`src/rtl/nlsl_pkg.sv`:
```
// Package with the constants and types of the nearest-length speed limit lookup.
package nlsl_pkg;

  localparam int unsigned EntriesDefault = 16;

  localparam int unsigned LenW   = 15;
  localparam int unsigned SpdW   = 16;
  localparam int unsigned IdxW   = 4;
  localparam int unsigned InDataW  = 56;
  localparam int unsigned OutDataW = 24;

  localparam logic [LenW-1:0] SpeedMaxReset = 15'h7FFF;

  localparam logic ModeWrite = 1'b0;
  localparam logic ModeQuery = 1'b1;

  typedef enum logic [1:0] {
    StIdle,
    StRead,
    StScan,
    StDone
  } state_e;

  typedef struct packed {
    logic [LenW-1:0] len;
    logic [SpdW-1:0] spd;
  } entry_t;

endpackage

```
`src/rtl/nearest_length_speed_limit_lookup.sv`:
```
// Top level of the nearest-length speed limit lookup with its entry memory and scan sequencer.
//
// Input items arrive on the s_axis channel; s_axis_tuser selects a table write (0) or a
// query (1). A write stores one entry in the cycle it is accepted and gives no result.
// A query scans the entry memory from index 0 up to the first zero length or the last
// entry, one entry per cycle through the single read port, and keeps the entry with the
// smallest length difference, the lowest index winning ties. One result then appears on
// the m_axis channel: the chosen speed limit saturated at the configured maximum, the
// found flag on m_axis_tuser and the entry index.
// A write leaves the block idle and ready for the next item. A query passes through the
// setup state StRead, the scan state StScan once per scanned entry (at most ENTRIES) and
// the state StDone that loads the output register; no new item is taken before that load.
// The output register holds a finished result while the receiver stalls; the next item
// is still accepted, and a further query waits only before loading its result.
// Reset empties the table at once through per-entry valid bits and sets the maximum to 32767.
// The user sets the maximum via cfg_we_i/cfg_wdata_i only while idle; it is not enforced.
module nearest_length_speed_limit_lookup
  import nlsl_pkg::*;
#(
  parameter int unsigned ENTRIES = EntriesDefault
) (
  input  logic                clk_i,
  input  logic                rst_ni,
  input  logic                cfg_we_i,
  input  logic [LenW-1:0]     cfg_wdata_i,
  input  logic                s_axis_tvalid,
  output logic                s_axis_tready,
  // entry_index[3:0], entry_length[18:4], entry_speed_limit[34:19], query_length[49:35]
  input  logic [InDataW-1:0]  s_axis_tdata,
  // mode[0]
  input  logic                s_axis_tuser,
  output logic                m_axis_tvalid,
  input  logic                m_axis_tready,
  // speed_limit[15:0], found_index[19:16]
  output logic [OutDataW-1:0] m_axis_tdata,
  // found[0]
  output logic                m_axis_tuser
);

  localparam int unsigned AddrW = (ENTRIES > 1) ? $clog2(ENTRIES) : 1;
  localparam logic [AddrW-1:0] LastAddr = AddrW'(ENTRIES - 1);

  logic [IdxW-1:0]        in_index;
  logic [LenW-1:0]        in_length;
  logic signed [SpdW-1:0] in_speed;
  logic [LenW-1:0]        in_query;

  assign in_index  = s_axis_tdata[3:0];
  assign in_length = s_axis_tdata[18:4];
  assign in_speed  = s_axis_tdata[34:19];
  assign in_query  = s_axis_tdata[49:35];

  state_e state_q, state_d;

  logic [LenW-1:0]     max_q;
  logic [ENTRIES-1:0]  valid_q;
  entry_t              mem [ENTRIES];
  entry_t              rd_q;
  logic                rd_valid_q;
  logic [AddrW-1:0]    rd_addr;

  logic [AddrW-1:0]    ptr_q;
  logic [LenW-1:0]     query_q;
  logic                hit_q;
  logic [AddrW-1:0]    best_idx_q;
  logic [LenW-1:0]     best_diff_q;
  logic [SpdW-1:0]     best_spd_q;

  logic                out_valid_q;
  logic [SpdW-1:0]     out_spd_q;
  logic                out_found_q;
  logic [IdxW-1:0]     out_idx_q;

  logic                in_xfer;
  logic                load_out;
  logic                wr_en;
  logic [AddrW-1:0]    wr_addr;
  logic [AddrW+IdxW-1:0] wide_index;
  logic [AddrW+IdxW-1:0] wide_best;

  logic [LenW-1:0]     cur_len;
  logic [LenW-1:0]     cur_diff;
  logic                cur_end;
  logic                cur_better;
  logic                scan_last;
  logic [SpdW-1:0]     sat_spd;

  assign in_xfer    = s_axis_tvalid && s_axis_tready;
  assign wide_index = {{AddrW{1'b0}}, in_index};
  assign wr_addr    = wide_index[AddrW-1:0];
  assign wr_en      = in_xfer && (s_axis_tuser == ModeWrite)
                      && (wide_index < (AddrW+IdxW)'(ENTRIES));

  assign cur_len    = rd_valid_q ? rd_q.len : '0;
  assign cur_end    = (cur_len == '0);
  assign cur_diff   = (cur_len >= query_q) ? (cur_len - query_q) : (query_q - cur_len);
  assign cur_better = !cur_end && (!hit_q || (cur_diff < best_diff_q));
  assign scan_last  = cur_end || (ptr_q == LastAddr);

  assign sat_spd = !hit_q ? {1'b0, max_q}
                 : ($signed(best_spd_q) > $signed({1'b0, max_q})) ? {1'b0, max_q}
                 : best_spd_q;
  assign wide_best = {{IdxW{1'b0}}, best_idx_q};

  always_comb begin
    state_d = state_q;
    unique case (state_q)
      StIdle: begin
        if (in_xfer && (s_axis_tuser == ModeQuery)) begin
          state_d = StRead;
        end
      end
      StRead: state_d = StScan;
      StScan: begin
        if (scan_last) begin
          state_d = StDone;
        end
      end
      StDone: begin
        if (load_out) begin
          state_d = StIdle;
        end
      end
      default: state_d = StIdle;
    endcase
  end

  always_comb begin
    s_axis_tready = 1'b0;
    load_out      = 1'b0;
    rd_addr       = '0;
    unique case (state_q)
      StIdle: s_axis_tready = 1'b1;
      StRead: rd_addr = '0;
      StScan: begin
        if (!scan_last) begin
          rd_addr = ptr_q + AddrW'(1);
        end
      end
      StDone: load_out = !out_valid_q || m_axis_tready;
      default: s_axis_tready = 1'b0;
    endcase
  end

  always_ff @(posedge clk_i or negedge rst_ni) begin
    if (!rst_ni) begin
      state_q     <= StIdle;
      max_q       <= SpeedMaxReset;
      valid_q     <= '0;
      out_valid_q <= 1'b0;
      hit_q       <= 1'b0;
    end else begin
      state_q <= state_d;
      if (cfg_we_i) begin
        max_q <= cfg_wdata_i;
      end
      if (wr_en) begin
        valid_q[wr_addr] <= 1'b1;
      end
      if (load_out) begin
        out_valid_q <= 1'b1;
      end else if (m_axis_tready) begin
        out_valid_q <= 1'b0;
      end
      if (in_xfer) begin
        hit_q <= 1'b0;
      end else if ((state_q == StScan) && cur_better) begin
        hit_q <= 1'b1;
      end
    end
  end

  always_ff @(posedge clk_i) begin
    if (wr_en) begin
      mem[wr_addr] <= '{len: in_length, spd: in_speed};
    end
    rd_q       <= mem[rd_addr];
    rd_valid_q <= valid_q[rd_addr];
  end

  always_ff @(posedge clk_i) begin
    if (in_xfer) begin
      query_q <= in_query;
      ptr_q   <= '0;
    end else if ((state_q == StScan) && !scan_last) begin
      ptr_q <= ptr_q + AddrW'(1);
    end
    if ((state_q == StScan) && cur_better) begin
      best_idx_q  <= ptr_q;
      best_diff_q <= cur_diff;
      best_spd_q  <= rd_q.spd;
    end
    if (load_out) begin
      out_spd_q   <= sat_spd;
      out_found_q <= hit_q;
      out_idx_q   <= hit_q ? wide_best[IdxW-1:0] : '0;
    end
  end

  assign m_axis_tvalid = out_valid_q;
  assign m_axis_tdata  = {4'b0, out_idx_q, out_spd_q};
  assign m_axis_tuser  = out_found_q;

`ifndef NO_ASSERTIONS
  assert property (@(posedge clk_i) disable iff (!rst_ni)
    (m_axis_tvalid && !m_axis_tuser) |-> (m_axis_tdata[19:16] == '0))
    else $error("result without a match carries a nonzero index");

  assert property (@(posedge clk_i) disable iff (!rst_ni)
    (state_q == StScan) |-> (ptr_q <= LastAddr))
    else $error("scan pointer beyond the table");

  assert property (@(posedge clk_i) disable iff (!rst_ni)
    (in_xfer && (s_axis_tuser == ModeQuery)) |=> (state_q == StRead && !hit_q))
    else $error("query did not start a fresh scan");
`endif

endmodule

```
`config.mk`:
```
export PLATFORM = sky130hd
export DESIGN_NAME = nearest_length_speed_limit_lookup
export DESIGN_NICKNAME = d
export VERILOG_FILES = /design/src/rtl/nlsl_pkg.sv /design/src/rtl/nearest_length_speed_limit_lookup.sv
export SDC_FILE = /design/constraint.sdc
export NUM_CORES = 1
export LEC_CHECK = 0
export BUFFER_PORTS_ARGS = -buffer_cell sky130_fd_sc_hd__buf_2
export CAP_MARGIN = 0
export CELL_PAD_IN_SITES_DETAIL_PLACEMENT = 1
export CELL_PAD_IN_SITES_GLOBAL_PLACEMENT = 2
export CORE_ASPECT_RATIO = 0.9
export CORE_MARGIN = 5
export CORE_UTILIZATION = 45
export DETAILED_ROUTE_END_ITERATION = 10
export PLACE_DENSITY = 0.9
export SYNTH_ARGS = -nofsm -noshare
export SYNTH_HDL_FRONTEND = slang
export SYNTH_SLANG_ARGS = --single-unit
export TNS_END_PERCENT = 10
```
`constraint.sdc`:
```
create_clock -name clk_i -period 9.6 [get_ports clk_i]
set_input_delay 2.4 -clock clk_i [delete_from_list [all_inputs] [get_ports clk_i]]
set_output_delay 2.4 -clock clk_i [all_outputs]
set_load 0.01 [all_outputs]
```
Yosys cells after proc, flatten, opt, wreduce, memory -nomap -nowiden
Memory sizes are Yosys's and may differ from the RTL's. A register that Yosys moved wholly into a read port is not among the register bits.
Index checks and enable logic that the tools add are counted.
{ "totals": {"register_bits": 111, "mem_bits_rw": 496, "input_bits": 77, "output_inout_bits": 27, "word_cells": 79, "n_memories": 1} }
{ "op_classes": {"addsub": 3, "magnitude_cmp": 7, "n_eq_ne": 7, "n_mux": 22, "bitwise_logic": 3, "n_reduce_logical": 21} }
{ "memory_table": {"columns": ["name", "words", "width", "read_ports", "rd_ports_with_merged_regs", "write_ports", "line", "source"], "rows": [
  ["mem", 16, 31, 1, 1, 1, "nearest_length_speed_limit_lookup.sv:57", "entry_t mem [ENTRIES];"]
]} }
{ "ops": {"columns": ["op", "n"], "rows": [
  ["15-bit 2-to-1 mux", 4],
  ["15-bit subtractor", 2],
  ["16-bit greater-than comparator", 1],
  ["16-bit bitwise OR", 1],
  ["15-bit >= comparator", 1],
  ["15-bit logical NOT", 1],
  ["15-bit less-than comparator", 1],
  ["4-bit by 5-bit less-than comparator with 1-bit output (second input constant)", 3],
  ["1-bit 2-to-1 mux", 10],
  ["1-bit logical AND", 8],
  ["4-bit 2-to-1 mux", 2],
  ["2-bit one-hot mux with 4 select lines", 1],
  ["2-bit 2-to-1 mux", 3],
  ["2-bit != test (second input constant)", 3],
  ["4-bit by 1-bit adder with 4-bit output (second input constant)", 1],
  ["1-bit binary-select mux with 4-bit select", 1],
  ["1-bit demux with 4-bit select", 1],
  ["2-bit == test (second input constant)", 2],
  ["4-bit == test (second input constant)", 1],
  ["4-bit by 1-bit >= comparator with 1-bit output (second input constant)", 1],
  ["1-bit logical NOT", 4],
  ["2-bit nonzero test", 2],
  ["1-bit logical OR", 3],
  ["3-bit AND reduction", 1],
  ["other kinds (4)", 5]
]} }

Depth between registers and ports, before layout
{ "logic_depth": {"word_depth": 9, "depth_mapped": 21, "depth_no_buf": 19} }

Worst setup path before layout
No wires, ideal clock.
{ "synth_path": {"path_kind": "reg2reg", "startpoint": "register rd_valid_q", "endpoint": "register best_diff_q[0], enable pin", "arrival_ns": 6.321, "setup_slack_ns": 2.799, "stages_incl_launch_ff": 21, "path_buffers": 4, "cell_sequence": "dfxtp_1 -> buf_4 -> clkbuf_1 -> nand2_1 -> inv_1 -> ha_1 -> clkbuf_1 -> nand4_1 -> nor3_1 -> a311o_1 -> a311oi_2 -> buf_2 -> mux2_2 -> ha_1 -> a21boi_0 -> o21a_1 -> o21ai_0 -> a21oi_1 -> o21ai_0 -> a211oi_1 -> a211oi_1"} }
{ "synth_via": {"elab_chain_len": 7} }
{ "synth_lines": {"columns": ["item", "line", "source"], "rows": [
  ["start: declaration", "nearest_length_speed_limit_lookup.sv:59", "logic rd_valid_q;"],
  ["start signal: assignment", "nearest_length_speed_limit_lookup.sv:178", "rd_valid_q <= valid_q[rd_addr];"],
  ["15-bit 2-to-1 mux (*)", "nearest_length_speed_limit_lookup.sv:94", "assign cur_len = rd_valid_q ? rd_q.len : '0;"],
  ["15-bit subtractor or 15-bit >= comparator (tied branches)", "nearest_length_speed_limit_lookup.sv:96", "assign cur_diff = (cur_len >= query_q) ? (cur_len - query_q) : (query_q - cur_len);"],
  ["15-bit 2-to-1 mux (*)", "nearest_length_speed_limit_lookup.sv:96", null],
  ["via cur_diff[1]", "nearest_length_speed_limit_lookup.sv:82", "logic [LenW-1:0] cur_diff;"],
  ["15-bit less-than comparator (*)", "nearest_length_speed_limit_lookup.sv:97", "assign cur_better = !cur_end && (!hit_q || (cur_diff < best_diff_q));"],
  ["1-bit logical OR (*)", "nearest_length_speed_limit_lookup.sv:97", null],
  ["1-bit logical AND (*)", "nearest_length_speed_limit_lookup.sv:97", null],
  ["1-bit logical AND (*)", "nearest_length_speed_limit_lookup.sv:188", "if ((state_q == StScan) && cur_better) begin"],
  ["end signal: assignment", "nearest_length_speed_limit_lookup.sv:190", "best_diff_q <= cur_diff;"],
  ["end: declaration", "nearest_length_speed_limit_lookup.sv:66", "logic [LenW-1:0] best_diff_q;"]
]} }
Mark *: on every way through the listed nets, which the timed path passes. The rest lies on a longest branch.
A chain may end at the register's enable or synchronous reset.

Final worst setup path
{ "layout_path": {"startpoint": "register rd_valid_q", "endpoint": "register best_spd_q[12], enable pin"} }
{ "layout_via": {"elab_chain_len": 7} }
{ "layout_lines": {"columns": ["item", "line", "source"], "rows": [
  ["15-bit 2-to-1 mux (*)", "nearest_length_speed_limit_lookup.sv:94", null],
  ["15-bit subtractor or 15-bit >= comparator (tied branches)", "nearest_length_speed_limit_lookup.sv:96", null],
  ["15-bit 2-to-1 mux (*)", "nearest_length_speed_limit_lookup.sv:96", null],
  ["via cur_diff[1]", "nearest_length_speed_limit_lookup.sv:82", null],
  ["15-bit less-than comparator (*)", "nearest_length_speed_limit_lookup.sv:97", null],
  ["1-bit logical OR (*)", "nearest_length_speed_limit_lookup.sv:97", null],
  ["1-bit logical AND (*)", "nearest_length_speed_limit_lookup.sv:97", null],
  ["1-bit logical AND (*)", "nearest_length_speed_limit_lookup.sv:188", null],
  ["end signal: assignment", "nearest_length_speed_limit_lookup.sv:191", "best_spd_q <= rd_q.spd;"],
  ["end: declaration", "nearest_length_speed_limit_lookup.sv:67", "logic [SpdW-1:0] best_spd_q;"]
]} }
Marked as above.

==> results.cfg <==
[status]
status = finished clean

[global_routing]
antenna_found_initial = 5
gr-total-overflow = 0
grt_pass1_vias = 17373
grt_pass1_wl_mm = 106
grt_max_degree = 70
grt.total_usage = 0.219

[clock_network]
hold_buffers = 0
cts.sinks = 638
cts_tree = yes
cts_resized = 0
cts_buffer_depth = 3
numCtsBuffers = 67
clk_pin_slew_ns = 0.06
clk_latency_ns = 0.60
root_buffer = clkbuf_16
cts_setup_buffers = 0
cts_max_level = 3

[setup_path]
critPathKind = reg -> reg
crit_required_ns = 9.84
reg2reg_depth = 18
rrSetupSlack_ns = 4.03
reg2reg_to = best_spd_q[12]
critPathLaunchType = flop
reg2reg_from = rd_valid_q
worst_setup_path_end_kind = flop
path_max_fanout = 35
arrival_ns = 5.81

[layout]
area_growth_pct = 13.3
drive_above_1_share = 0.191
layout.nets = 2008
layout_common_cells = 567 x edfxtp_1, 157 x o21ai_0, 154 x o22ai_1
fillers = 5509
final_common_cell = edfxtp_1
seq_area_um2 = 18600
multiInputGateArea_um2 = 6720

[power_and_ir_drop]
vdd_ir_drop_max_uv = 118
power_leakage_nw = 10.0
powerDensity_nw_per_um2 = 249

[sta]
fin_setup_tns_ns = 0
min_period_over_period = 0.580
skew_ns = 0.0161
worst_pin_slew_ns = 1.09
finalMaxSlewViolations = 0
rsz0062_at_grt = false
setup_viol = 0
final-hold-violation-count = 0
hold-worst-slack_ns = 0.404
slew-limit-headroom = 0.271
max_freq_mhz = 179
period_minus_slack_ns = 5.57

[floorplanning]
die-area_um2 = 62600
fp.dieH_um = 238
io_pins = 104
start_util = 0.455
rows = 83
core_area_um2 = 57100
die_w_um = 263

[worst_hold_path]
min_to = best_spd_q[0]
min_from = rd_q[0]
hold_depth = 0
hp-class = reg -> reg

[synthesis]
postSynth.asyncResetShare = 0.0549
synth_top_area_share = 0.656
yosysWarningCount = 0
ys_seq_area_frac = 0.718
ys_seq_elements = 638
synthesis.instances = 1773
synth_edf_count = 567
postSynthAreaPerCell_um2 = 14.6
syn-cell-area_um2 = 26000
synth_cell_types = 63
synthFlopType = edfxtp_1
synthTopCellsByArea = edfxtp_1 66%, o22ai_1 3.7%, mux2_2 3.5%, ha_1 3.1%, o21ai_0 3.0%
yosys.area.top_type = edfxtp_1

[detailed_routing]
firstDrtPassIters = 5
vias = 15979
drc_errors = 0
totalWireLength_mm = 70.2
ant_nets = 0
wl_per_cell_um = 26.2
via_per_inst = 5.95
drtIter0Drc = 1455

[placement]
place_congestion = 0.820
dp_hpwl_mm = 40.6
port-buffer-count = 93

[run]
timing.max_cap.violations = 0
[flip-flops by register name (all words and copies together), names as in the netlist, 2 cells and up]
| signal | flops |
|---|---|
| best_spd_q | 16 |
| valid_q | 16 |
| max_q | 15 |
| ptr_q | 4 |
| out_spd_q | 16 |
| out_idx_q | 4 |
| query_q | 15 |
| best_idx_q | 4 |
| best_diff_q | 15 |
| rd_q | 31 |
| mem | 496 |
| state_q | 2 |
[worst max-delay path by stage]
stage,endpoint,start,depth (start not counted)
floorplan,best_diff_q[0],rd_valid_q,20
global placement,best_spd_q[10],rd_valid_q,18
detailed placement,best_spd_q[10],rd_valid_q,18
CTS,best_spd_q[12],rd_valid_q,18
global route,best_spd_q[7],rd_valid_q,19
finish,best_spd_q[12],rd_valid_q,18
[cell families (layout without fill, tap and decap cells)]
kind of cell	count (synthesis)	after routing	synth area share
compound gates	506	506	0.119
xor+xnor	14	14	0.00472
fa+ha+maj	65	65	0.0316
buf+inv	178	319	0.0299
flops	638	638	0.718
mux	84	84	0.0363
other cells	1	7	0.000144
simple gates	287	287	0.0606
[metal layers]
layer	part of all wire	up-vias	track usage
met5	0.00068	-	0
met4	0.034	6	0.0783
met3	0.068	176	0.0417
li1	-	7031	-
met2	0.49	623	0.371
met1	0.41	8143	0.285
[worst max-delay path: stages (launching register included)]
cell and delay [ns]:
dfxtp_1 0.67, nand2_1 0.20, inv_1 0.14, ha_1 0.32
nand4_1 0.18, nor3_1 0.11, a311o_1 0.44, a311oi_2 0.57
buf_4 0.32, mux2_2 0.38, ha_1 0.27, a21boi_0 0.12
o21a_1 0.17, o21ai_0 0.17, a21oi_1 0.08, o21ai_0 0.22
a211oi_1 0.16, a211oi_4 0.19, buf_4 0.45
[per-stage QoR]
| step | instances | utilization | cell area (µm²) | power (mW) | worst slack (ns) |
|---|---|---|---|---|---|
| global placement | 2562 | 0.478 | 27300 | 4.78 | 4.17 |
| finish | 2685 | 0.515 | 29400 | 7.33 | 4.03 |
| global route | 2683 | 0.515 | 29400 | 7.64 | 3.68 |
| detailed placement | 2562 | 0.478 | 27300 | 4.87 | 4.04 |
| CTS | 2682 | 0.515 | 29400 | 7.36 | 4.02 |
| floorplan | 1776 | - | 26000 | 4.37 | 2.80 |
[cell usage after synthesis (6+ instances only)]
master	number
a211oi_1	39
a21o_1	10
a21oi_1	71
and2_1	12
buf_2	23
buf_4	7
buf_6	7
clkbuf_1	65
dfrtp_1	20
dfstp_2	15
dfxtp_1	36
edfxtp_1	567
ha_1	64
inv_1	73
mux2_2	81
nand2_1	57
nand2b_1	45
nand3_1	9
nand4_1	6
nor2_1	35
nor2b_1	14
nor3_1	10
o211ai_1	37
o21ai_0	157
o22ai_1	154
or2_2	18
or3_1	66
xnor2_1	8
xor2_1	6
[report_power, final]
group	leakage [nW]	total [mW]	internal (mW)	switching (mW)
Combinational	3.19	1.47	0.531	0.942
Sequential	5.83	3.36	3.24	0.126
Clock	1.03	2.50	1.46	1.04
[layout make-up]
| cell class | instances | share of cell area |
|---|---|---|
| clock inverter | 25 | 0.00681 |
| multi-input combinational | 960 | 0.229 |
| inverter | 73 | 0.00931 |
| clock buffer | 95 | 0.0644 |
| timing repair buffer | 126 | 0.0242 |
| tap | 765 | 0.0325 |
| antenna | 3 | 0.000255 |
| sequential | 638 | 0.634 |
Note: power is estimated with default switching activity, not from simulation.
